<file path="src/hdl/dprt_pkg.sv">
// Shared types and constants for the date pattern run tokenizer.
// Request and result structs, controller/datapath command and status, letter table.
// No dependencies.
package dprt_pkg;

	localparam int LETTER_COUNT = 23;
	localparam logic [7:0] LITERAL_TAG = 8'd100;
	localparam logic [7:0] RUN_LIMIT = 8'd255;

	localparam logic [1:0] STATUS_OK = 2'd0;
	localparam logic [1:0] STATUS_BAD_LETTER = 2'd1;
	localparam logic [1:0] STATUS_TOO_LONG = 2'd2;

	localparam logic [7:0] LETTER_TABLE [LETTER_COUNT] = '{
		"G", "y", "M", "d", "k", "H", "m", "s", "S", "E", "D", "F",
		"w", "W", "a", "h", "K", "z", "Z", "Y", "u", "X", "L"
	};

	typedef struct packed {
		logic [7:0] pattern_char;
		logic       pattern_end;
	} pattern_item_t;

	typedef struct packed {
		logic [7:0] out_byte;
		logic [1:0] status;
		logic       run_last;
		logic       pattern_done;
	} code_item_t;

	typedef struct packed {
		logic       found;
		logic [4:0] tag;
	} letter_hit_t;

	typedef enum logic [2:0] {
		EMIT_ERR,
		EMIT_RUN_TAG,
		EMIT_RUN_LEN,
		EMIT_LIT_TAG,
		EMIT_LIT_LEN,
		EMIT_LIT_DATA
	} emit_sel_t;

	typedef enum logic [2:0] {
		ST_IDLE,
		ST_DECIDE,
		ST_LIT_TAG,
		ST_LIT_LEN,
		ST_LIT_DATA,
		ST_RUN_TAG,
		ST_RUN_LEN,
		ST_ERROR
	} ctrl_state_t;

	typedef struct packed {
		logic       capture;
		logic       clr_runs;
		logic       set_failed;
		logic       clr_failed;
		logic       lit_append;
		logic       lit_clear;
		logic       run_incr;
		logic       run_start;
		logic       run_clear;
		logic       emit;
		emit_sel_t  sel;
		logic [1:0] err_code;
		logic       last;
		logic       rd_first;
		logic       rd_next;
	} dprt_cmd_t;

	typedef struct packed {
		logic is_letter;
		logic known;
		logic run_active;
		logic run_match;
		logic run_full;
		logic lit_active;
		logic lit_full;
		logic failed;
		logic pat_end;
		logic can_load;
		logic rd_last;
	} dprt_sts_t;

	function automatic logic is_letter(input logic [7:0] c);
		return ((c >= 8'h41) && (c <= 8'h5A)) || ((c >= 8'h61) && (c <= 8'h7A));
	endfunction

	function automatic letter_hit_t letter_lookup(input logic [7:0] c);
		letter_hit_t hit;
		hit = '0;
		for (int k = 0; k < LETTER_COUNT; k++) begin
			if (LETTER_TABLE[k] == c) begin
				hit.found = 1'b1;
				hit.tag = 5'(k);
			end
		end
		return hit;
	endfunction

endpackage

</file>
<file path="src/hdl/date_pattern_run_tokenizer.sv">
// Date pattern run tokenizer: top level joining controller and datapath.
// Depends on dprt_pkg, dprt_ctrl, dprt_datapath.
//
// Usage:
//   Pattern channel (pattern_valid / pattern_stall / pattern) takes one pattern
//   byte per request; pattern_end marks the last byte of a pattern.
//   Code channel (code_valid / code_stall / code) delivers the compiled bytes,
//   one per cycle at most: letter runs as tag and length, literal runs as tag
//   100, length and the buffered bytes. Errors give a single result with
//   nonzero status; input is then dropped until the pattern end.
//   Each request is accepted, then decoded, then its result bytes are loaded one
//   at a time; a byte that only extends a run gives no result bytes. The literal
//   buffer is a single-port-write, registered-read memory; one literal byte is
//   read and emitted per cycle while code_stall does not hold the output.
//   pattern_stall is high from the accept until the request's last result is
//   loaded into the output register, so the next request can be taken while
//   that result still waits.
//   When code_stall is high the held result stays in place and emission pauses.
//   Reset clears all pending runs and the error flag and empties the output.
module date_pattern_run_tokenizer #(
	parameter int MAX_LITERAL = 60
) (
	input  logic                    clk,
	input  logic                    arst_n,
	input  logic                    pattern_valid,
	output logic                    pattern_stall,
	input  dprt_pkg::pattern_item_t pattern,
	output logic                    code_valid,
	input  logic                    code_stall,
	output dprt_pkg::code_item_t    code
);
	import dprt_pkg::*;

	dprt_cmd_t cmd;
	dprt_sts_t sts;

	dprt_ctrl u_ctrl (
		.clk       (clk),
		.arst_n    (arst_n),
		.req_valid (pattern_valid),
		.req_stall (pattern_stall),
		.sts       (sts),
		.cmd       (cmd)
	);

	dprt_datapath #(
		.MAX_LITERAL (MAX_LITERAL)
	) u_datapath (
		.clk        (clk),
		.arst_n     (arst_n),
		.pattern    (pattern),
		.code_valid (code_valid),
		.code_stall (code_stall),
		.code       (code),
		.cmd        (cmd),
		.sts        (sts)
	);

endmodule

</file>
<file path="src/hdl/dprt_ctrl.sv">
// Controller for the date pattern run tokenizer: decides each request and
// sequences the run and literal flushes one result byte at a time.
// Depends on dprt_pkg.
module dprt_ctrl (
	input  logic               clk,
	input  logic               arst_n,
	input  logic               req_valid,
	output logic               req_stall,
	input  dprt_pkg::dprt_sts_t sts,
	output dprt_pkg::dprt_cmd_t cmd
);
	import dprt_pkg::*;

	typedef struct packed {
		logic lit_first;
		logic run_old;
		logic run_start;
		logic run_end;
		logic lit_end;
	} flags_t;

	ctrl_state_t state_q, state_d;
	flags_t      flags_q, flags_d;
	logic [1:0]  err_q, err_d;

	function automatic ctrl_state_t next_flush(input flags_t f);
		if (f.lit_first)
			return ST_LIT_TAG;
		else if (f.run_old || f.run_end)
			return ST_RUN_TAG;
		else if (f.lit_end)
			return ST_LIT_TAG;
		else
			return ST_IDLE;
	endfunction

	function automatic logic pending(input flags_t f);
		return f.lit_first | f.run_old | f.run_end | f.lit_end;
	endfunction

	always_ff @(posedge clk or negedge arst_n) begin
		if (!arst_n) begin
			state_q <= ST_IDLE;
			flags_q <= '0;
			err_q <= STATUS_OK;
		end else begin
			state_q <= state_d;
			flags_q <= flags_d;
			err_q <= err_d;
		end
	end

	always_comb begin
		state_d = state_q;
		flags_d = flags_q;
		err_d = err_q;
		cmd = '0;
		cmd.sel = EMIT_ERR;
		req_stall = (state_q != ST_IDLE);
		case (state_q)
			ST_IDLE: begin
				if (req_valid) begin
					cmd.capture = 1'b1;
					state_d = ST_DECIDE;
				end
			end
			ST_DECIDE: begin
				flags_d = '0;
				if (sts.failed) begin
					if (sts.pat_end) begin
						cmd.clr_runs = 1'b1;
						cmd.clr_failed = 1'b1;
					end
					state_d = ST_IDLE;
				end else if (sts.is_letter) begin
					if (!sts.known) begin
						err_d = STATUS_BAD_LETTER;
						state_d = ST_ERROR;
					end else if (sts.run_active && sts.run_match && sts.run_full) begin
						err_d = STATUS_TOO_LONG;
						state_d = ST_ERROR;
					end else begin
						flags_d.lit_first = sts.lit_active;
						flags_d.run_old = sts.run_active && !sts.run_match;
						flags_d.run_start = sts.run_active && !sts.run_match;
						flags_d.run_end = sts.pat_end;
						cmd.run_incr = sts.run_active && sts.run_match;
						cmd.run_start = !sts.run_active;
						state_d = next_flush(flags_d);
					end
				end else begin
					if (sts.lit_active && sts.lit_full) begin
						err_d = STATUS_TOO_LONG;
						state_d = ST_ERROR;
					end else begin
						flags_d.run_old = sts.run_active;
						flags_d.lit_end = sts.pat_end;
						cmd.lit_append = 1'b1;
						state_d = next_flush(flags_d);
					end
				end
			end
			ST_LIT_TAG: begin
				if (sts.can_load) begin
					cmd.emit = 1'b1;
					cmd.sel = EMIT_LIT_TAG;
					state_d = ST_LIT_LEN;
				end
			end
			ST_LIT_LEN: begin
				if (sts.can_load) begin
					cmd.emit = 1'b1;
					cmd.sel = EMIT_LIT_LEN;
					cmd.rd_first = 1'b1;
					state_d = ST_LIT_DATA;
				end
			end
			ST_LIT_DATA: begin
				if (sts.can_load) begin
					cmd.emit = 1'b1;
					cmd.sel = EMIT_LIT_DATA;
					if (sts.rd_last) begin
						cmd.lit_clear = 1'b1;
						if (flags_q.lit_first)
							flags_d.lit_first = 1'b0;
						else
							flags_d.lit_end = 1'b0;
						cmd.last = !pending(flags_d);
						state_d = next_flush(flags_d);
					end else begin
						cmd.rd_next = 1'b1;
					end
				end
			end
			ST_RUN_TAG: begin
				if (sts.can_load) begin
					cmd.emit = 1'b1;
					cmd.sel = EMIT_RUN_TAG;
					state_d = ST_RUN_LEN;
				end
			end
			ST_RUN_LEN: begin
				if (sts.can_load) begin
					cmd.emit = 1'b1;
					cmd.sel = EMIT_RUN_LEN;
					if (flags_q.run_old) begin
						flags_d.run_old = 1'b0;
						if (flags_q.run_start) begin
							cmd.run_start = 1'b1;
							flags_d.run_start = 1'b0;
						end else begin
							cmd.run_clear = 1'b1;
						end
					end else begin
						flags_d.run_end = 1'b0;
						cmd.run_clear = 1'b1;
					end
					cmd.last = !pending(flags_d);
					state_d = next_flush(flags_d);
				end
			end
			ST_ERROR: begin
				if (sts.can_load) begin
					cmd.emit = 1'b1;
					cmd.sel = EMIT_ERR;
					cmd.err_code = err_q;
					cmd.last = 1'b1;
					cmd.clr_runs = 1'b1;
					cmd.set_failed = !sts.pat_end;
					state_d = ST_IDLE;
				end
			end
			default: begin
				state_d = ST_IDLE;
			end
		endcase
	end

endmodule

</file>
<file path="src/hdl/dprt_datapath.sv">
// Datapath for the date pattern run tokenizer: request register, run and literal
// state, literal buffer memory and the result output register.
// Depends on dprt_pkg.
module dprt_datapath #(
	parameter int MAX_LITERAL = 60
) (
	input  logic                  clk,
	input  logic                  arst_n,
	input  dprt_pkg::pattern_item_t pattern,
	output logic                  code_valid,
	input  logic                  code_stall,
	output dprt_pkg::code_item_t  code,
	input  dprt_pkg::dprt_cmd_t   cmd,
	output dprt_pkg::dprt_sts_t   sts
);
	import dprt_pkg::*;

	localparam int LW = $clog2(MAX_LITERAL + 1);
	localparam int AW = (MAX_LITERAL > 1) ? $clog2(MAX_LITERAL) : 1;

	logic [7:0]    char_q;
	logic          end_q;
	logic [4:0]    run_tag_q;
	logic [7:0]    run_len_q;
	logic [LW-1:0] lit_len_q;
	logic          failed_q;
	logic [LW-1:0] rd_idx_q, rd_nxt;
	logic [7:0]    rd_q;
	logic [7:0]    lit_mem [MAX_LITERAL];
	logic          code_valid_q;
	code_item_t    code_q, item;
	letter_hit_t   hit;

	assign hit = letter_lookup(char_q);

	always_comb begin
		sts.is_letter = is_letter(char_q);
		sts.known = hit.found;
		sts.run_active = (run_len_q != 8'd0);
		sts.run_match = (run_tag_q == hit.tag);
		sts.run_full = (run_len_q >= (RUN_LIMIT - 8'd1));
		sts.lit_active = (lit_len_q != '0);
		sts.lit_full = (lit_len_q >= LW'(MAX_LITERAL));
		sts.failed = failed_q;
		sts.pat_end = end_q;
		sts.can_load = !code_valid_q || !code_stall;
		sts.rd_last = ((rd_idx_q + LW'(1)) == lit_len_q);
	end

	always_ff @(posedge clk) begin
		if (cmd.capture) begin
			char_q <= pattern.pattern_char;
			end_q <= pattern.pattern_end;
		end
	end

	always_ff @(posedge clk or negedge arst_n) begin
		if (!arst_n) begin
			run_tag_q <= '0;
			run_len_q <= '0;
			lit_len_q <= '0;
			failed_q <= 1'b0;
			rd_idx_q <= '0;
		end else begin
			if (cmd.clr_runs || cmd.run_clear) begin
				run_tag_q <= '0;
				run_len_q <= '0;
			end else if (cmd.run_start) begin
				run_tag_q <= hit.tag;
				run_len_q <= 8'd1;
			end else if (cmd.run_incr) begin
				run_len_q <= run_len_q + 8'd1;
			end
			if (cmd.clr_runs || cmd.lit_clear)
				lit_len_q <= '0;
			else if (cmd.lit_append)
				lit_len_q <= lit_len_q + LW'(1);
			if (cmd.set_failed)
				failed_q <= 1'b1;
			else if (cmd.clr_failed)
				failed_q <= 1'b0;
			rd_idx_q <= rd_nxt;
		end
	end

	// read address runs one entry ahead of the byte being emitted
	always_comb begin
		if (cmd.rd_first)
			rd_nxt = '0;
		else if (cmd.rd_next)
			rd_nxt = rd_idx_q + LW'(1);
		else
			rd_nxt = rd_idx_q;
	end

	always_ff @(posedge clk) begin
		if (cmd.lit_append)
			lit_mem[lit_len_q[AW-1:0]] <= char_q;
	end

	always_ff @(posedge clk) begin
		rd_q <= lit_mem[rd_nxt[AW-1:0]];
	end

	always_comb begin
		item.status = STATUS_OK;
		item.run_last = cmd.last;
		item.pattern_done = cmd.last & end_q;
		case (cmd.sel)
			EMIT_ERR: begin
				item.out_byte = 8'd0;
				item.status = cmd.err_code;
			end
			EMIT_RUN_TAG:  item.out_byte = {3'b000, run_tag_q};
			EMIT_RUN_LEN:  item.out_byte = run_len_q;
			EMIT_LIT_TAG:  item.out_byte = LITERAL_TAG;
			EMIT_LIT_LEN:  item.out_byte = 8'(lit_len_q);
			EMIT_LIT_DATA: item.out_byte = rd_q;
			default:       item.out_byte = 8'd0;
		endcase
	end

	always_ff @(posedge clk or negedge arst_n) begin
		if (!arst_n)
			code_valid_q <= 1'b0;
		else if (cmd.emit)
			code_valid_q <= 1'b1;
		else if (!code_stall)
			code_valid_q <= 1'b0;
	end

	always_ff @(posedge clk) begin
		if (cmd.emit)
			code_q <= item;
	end

	assign code_valid = code_valid_q;
	assign code = code_q;

endmodule
</file>
<file path="config.mk">
export PLATFORM = sky130hd
export DESIGN_NAME = date_pattern_run_tokenizer
export DESIGN_NICKNAME = d
export VERILOG_FILES = /design/src/hdl/dprt_pkg.sv /design/src/hdl/date_pattern_run_tokenizer.sv /design/src/hdl/dprt_ctrl.sv /design/src/hdl/dprt_datapath.sv
export SDC_FILE = /design/constraint.sdc
export NUM_CORES = 1
export LEC_CHECK = 0
export ABC_AREA = 1
export BUFFER_PORTS_ARGS = -buffer_cell sky130_fd_sc_hd__clkbuf_2
export CORE_UTILIZATION = 35
export DETAILED_ROUTE_END_ITERATION = 10
export SYNTH_ARGS = -nofsm -noshare
export SYNTH_HDL_FRONTEND = slang
export SYNTH_SLANG_ARGS = --single-unit
</file>
<file path="constraint.sdc">
create_clock -name clk -period 4.4 [get_ports clk]
set_input_delay 0.22 -clock clk [delete_from_list [all_inputs] [get_ports clk]]
set_output_delay 0.22 -clock clk [all_outputs]
set_load 0.005 [all_outputs]
</file>
# Word-level counts from Yosys, hierarchy flattened
# Memories as Yosys holds them, arrays and structs flattened. A register that Yosys moved wholly into a read port is not among the register bits.
# Cells that the tools add are included.
# totals
ram_bits	480
in_bits	13
n_memories	1
regBits	58
output_inout_bits	14
# op_classes
n_reduce_logical	38
n_addsub	3
order_cmp	6
mux	138
bitwise_logic	8
eq_ne	48
# mem_list
name	words	width	rd	rd_clocked_by_memory_dff	write_ports	line	source
u_datapath.lit_mem	60	8	1	1	1	dprt_datapath.sv:29	logic [7:0] lit_mem [MAX_LITERAL];
# ops
cell	n
$eq A7 B8 Y1 const A	23
$mux W6	28
$mux W3	21
$mux W1	51
$pmux W8 S5	1
$mux W2	16
$mux W4	6
$mux W8	3
$pmux W3 S8	1
$pmux W4 S6	1
$eq A3 B3 Y1 const B	6
$ge A8 B7 Y1 const B	2
$le A8 B7 Y1 const B	2
$ne A2 B2 Y1 const B	8
$mux W5	3
$add A6 B1 Y6 const B	2
$eq A3 B2 Y1 const B	4
$reduce_bool A2 Y1	6
$reduce_and A3 Y1	3
$add A8 B1 Y8 const B	1
$ge A8 B8 Y1 const B	1
$pmux W1 S2	4
$reduce_and A8 Y1	1
$reduce_bool A8 Y1	1
other kinds (20)	46

# Longest topological paths before layout
# depth
ltp_word	35
depth_mapped	22
ltp_nobuf	22

# Hierarchy
# Synthesis repeated with hierarchy kept, for this count alone.
# hier_totals
hier_cells	2104
hier_area_um2	23500.0
# by_module_without_submodules
mod	area_each_um2	cells_per_inst	n_inst
dprt_datapath	22575.4	1948	1
dprt_ctrl	924.6	156	1

# Least setup slack after synthesis
# Ideal clock, no wire load.
# synth_timing
path_kind	register -> register
start	reg u_datapath.char_q[0]
end	mem u_datapath.lit_mem[15][0] (enable)
n_path_buf	0
setup_slack_ps	972
required_ps	4017
period_less_slack_ps	3428
stages_incl_launch_ff	11
arrival_time_ps	3045
path_cell_list	edfxtp_1 > nand2_1 > nand2_1 > nand3_1 > o311ai_0 > nand2_1 > nor2_1 > inv_1 > nor2_1 > nand3_1 > nor3_1
# synth_via
elab_chain_cells	8
elab_cells_between_ends	12
classes_between	order compare: 4; mux: 5; reduce/logical: 3
# synth_lines
element	line	source
start, declared	dprt_datapath.sv:21	logic [7:0] char_q;
start signal, assigned	dprt_datapath.sv:52	char_q <= pattern.pattern_char;
$ge A8 B7 Y1 or $le A8 B7 Y1 (tied branches)	dprt_pkg.sv:89	return ((c >= 8'h41) && (c <= 8'h5A)) || ((c >= 8'h61) && (c <= 8'h7A));
$logic_and A1 B1 Y1	dprt_pkg.sv:89	
$logic_or A1 B1 Y1 *	dprt_pkg.sv:89	
$mux W1 *	dprt_ctrl.sv:75	end else if (sts.is_letter) begin
$mux W1 *	dprt_ctrl.sv:69	if (sts.failed) begin
$mux W2 *	dprt_ctrl.sv:60	case (state_q)
$mux W1 *	dprt_datapath.sv:97	if (cmd.lit_append)
$mux W1 (not written as such) *	dprt_datapath.sv:98	lit_mem[lit_len_q[AW-1:0]] <= char_q;
end, declared	dprt_datapath.sv:29	
# Every way passes the cells marked *; elsewhere a longest branch is shown, timed or not.

# Final worst setup path
# layout_timing
start	reg u_datapath.char_q[0]
end	mem u_datapath.lit_mem[7][3] (enable)
# Same word-level chain as after synthesis.

==> metrics.txt <==
via-per-instance ratio=5.18; RSZ-0062 raised after global routing=no; Tcrit/Tclk final=0.952; Reg2Reg Setup Slack=between 200 and 250 ps; Max-slew headroom=0.160; core area=70,300 um2; Post-synth EDFFs=501; DR vias=approximately 18,000; final setup violation count=0; WP data arrival=4430 ps; final net count=roughly 2,500; clock slew at reported path FFs=~60 ps; crit path capture type=flip-flop; 1st-iter DRT viols=between 2,000 and 2,500; number of fill cells in the layout=approximately 6,800; Util after Layout=0.402; die width=about 270 um; clk sink count=roughly 550; largest net degree at the start of global routing=about 120; final setup TNS=0 ps; commonest non-fill, non-tap cell in the layout=nand2_1; Yosys top cell by area=edfxtp_1; Total Wirelength=~67 mm; worst reg2reg path depth=10; DP Wirelength=roughly 40 mm; Synth top area share=0.604; register bit total from synthesis=546; syn avg cell area=10.1 um2; hold path start=pattern_valid; TritonRoute pass-1 iters=5; Fin Clk Skew=21.4 ps; Power Density=approximately 680 nW/um2; Congestion Overflow GR=0; total power=19.1 mW; max-slew violation count=0; Hold Slack=around 83 ps; FF-to-FF Start=u_datapath.char_q[0]; CP required=roughly 4600 ps; die height=between 200 and 300 um; starting density of the core=0.355; library cells used by synthesis=42; initial antenna violation count=0; vias in the first global route=around 17,000; area growth from synthesis to layout=13.3%; row count=a little under 100; hold depth=4; dpl cells=3,375; worst-case clock buffer depth=3; Mapped Cells=between 2,000 and 2,500; commonest non-fill, non-tap cells in the layout=nand2_1 (545), edfxtp_1 (501), inv_1 (413); Primary FF master, synth=edfxtp_1; crit-path max FO=9; max_cap viols=0; PortBufs=26; Worst-Margin Slew=between 1000 and 1500 ps; Synth Warn #=0; CTS tree=yes; Final GP Congestion=0.896; Cell Area, Synth=24,900 um2; fin area=between 20,000 and 30,000 um2; share of flip-flops with an asynchronous set or reset=0.0678; Area after DPL=around 26,000 um2; Setup Slack @ Placement=between 400 and 500 ps; DRC=0; Hold Path End=u_ctrl.state_q[2]; status=finished clean; first-pass GRT wire length=between 100 and 150 mm; fmax=around 240 MHz; CTS H-tree lvls=2; static leakage=11.5 nW; largest cells by area after synthesis=edfxtp_1 (60%), nand2_1 (8.2%), nand3_1 (7.3%); worst reg2reg path endpoint=u_datapath.lit_mem[7][3]; post-synth net total=around 2,500; Final Hold Fails=0; clk_lat worst skew=~630 ps; I/O pin count=27; Peak VDD IR=0.000624 V; CP startpoint kind=flip-flop; layout cells sized above 1=0.0793; CTS root buf=clkbuf_16; Hold WC Path Type=in -> reg; Num CTS Buffers=56; Tot GR Track Use=0.189; post-synthesis sequential area ratio=0.647; routed len/inst=roughly 19 um; setup ws final=approximately 210 ps; crit path time final=4190 ps; ANT nets after route=0; n_diodes=0; CP Class=reg -> reg; Post-CTS Setup Inserts=0; Non-Filler Instances=roughly 3,500; full die area=72,300 um2
## sequential cells by signal, summed over array words and instances (netlist names)
name                   count
u_ctrl.err_q               2
u_ctrl.flags_q             5
u_ctrl.state_q             3
u_datapath.char_q          8
u_datapath.code           12
u_datapath.code_valid      1
u_datapath.end_q           1
u_datapath.failed_q        1
u_datapath.lit_len_q       6
u_datapath.lit_mem       480
u_datapath.rd_idx_q        6
u_datapath.rd_q            8
u_datapath.run_len_q       8
u_datapath.run_tag_q       5
## cell type report
class                           instances  area (um2)  share of cell area
Sequential cell                       546       16100               0.571
Multi-Input combinational cell       1376        6590               0.233
Inverter                              426        1600              0.0567
Clock buffer                           61        1450              0.0514
Tap cell                              940        1180              0.0417
Timing Repair Buffer                   98         761              0.0269
Clock inverter                         41         523              0.0185
## worst max-delay path, cell delays in order (launching register included)
cell      delay, ps
edfxtp_1        480
inv_2           120
nand2_1         110
o311ai_0        510
buf_4           230
nand2_1          80
nor2_1          200
inv_1           190
nor2_1          280
nand3_1         680
nor2_1          910
## cell usage after synthesis, types with 14 or more instances
cell and instances:
nand2_1 546, edfxtp_1 501, inv_1 413, nand3_1 362, nor2_1 140, nand4_1 139
buf_2 78, o211ai_1 67, dfrtp_1 37, clkbuf_1 36, a21oi_1 33, o21ai_0 32
buf_4 14, nor3_1 14
## logic make-up after synthesis
kind of cell	synth area share
buf+inv	0.0899
flops	0.647
compound gates	0.0387
fa+ha+maj	0.00301
xor+xnor	0.00105
simple gates	0.220
## metal layers
metal / global-route usage / wire, um
met5: 0 / 0
met4: 0.0585 / 1630
met3: 0.0307 / 4940
met2: 0.304 / 31600
met1: 0.261 / 29200
## repair_timing
item,4_1_cts,5_1_grt
gates resized for setup,0,0
hold buffers,11,0
endpoints found under the hold margin,47,0
## power breakdown
group          internal [mW]  switching, mW  total (mW)
combinational           2.08           5.49        7.57
clock                   3.08           2.07        5.15
sequential              6.14          0.238        6.38
total                   11.3           7.80        19.1
## worst max path at each step
stage / startpoint / endpoint / slack [ps] / cells after the start
floorplan: u_datapath.char_q[0] / u_datapath.lit_mem[15][0] / 970 / 10
global placement: u_datapath.char_q[0] / u_datapath.lit_mem[7][5] / 470 / 10
detailed placement: u_datapath.char_q[0] / u_datapath.lit_mem[7][5] / 410 / 10
CTS: u_datapath.char_q[0] / u_datapath.lit_mem[7][3] / 390 / 10
global route: u_datapath.char_q[0] / u_datapath.lit_mem[7][3] / 30 / 10
finish: u_datapath.char_q[0] / u_datapath.lit_mem[7][3] / 210 / 10
No activity file was read; power rests on OpenSTA's default activity.
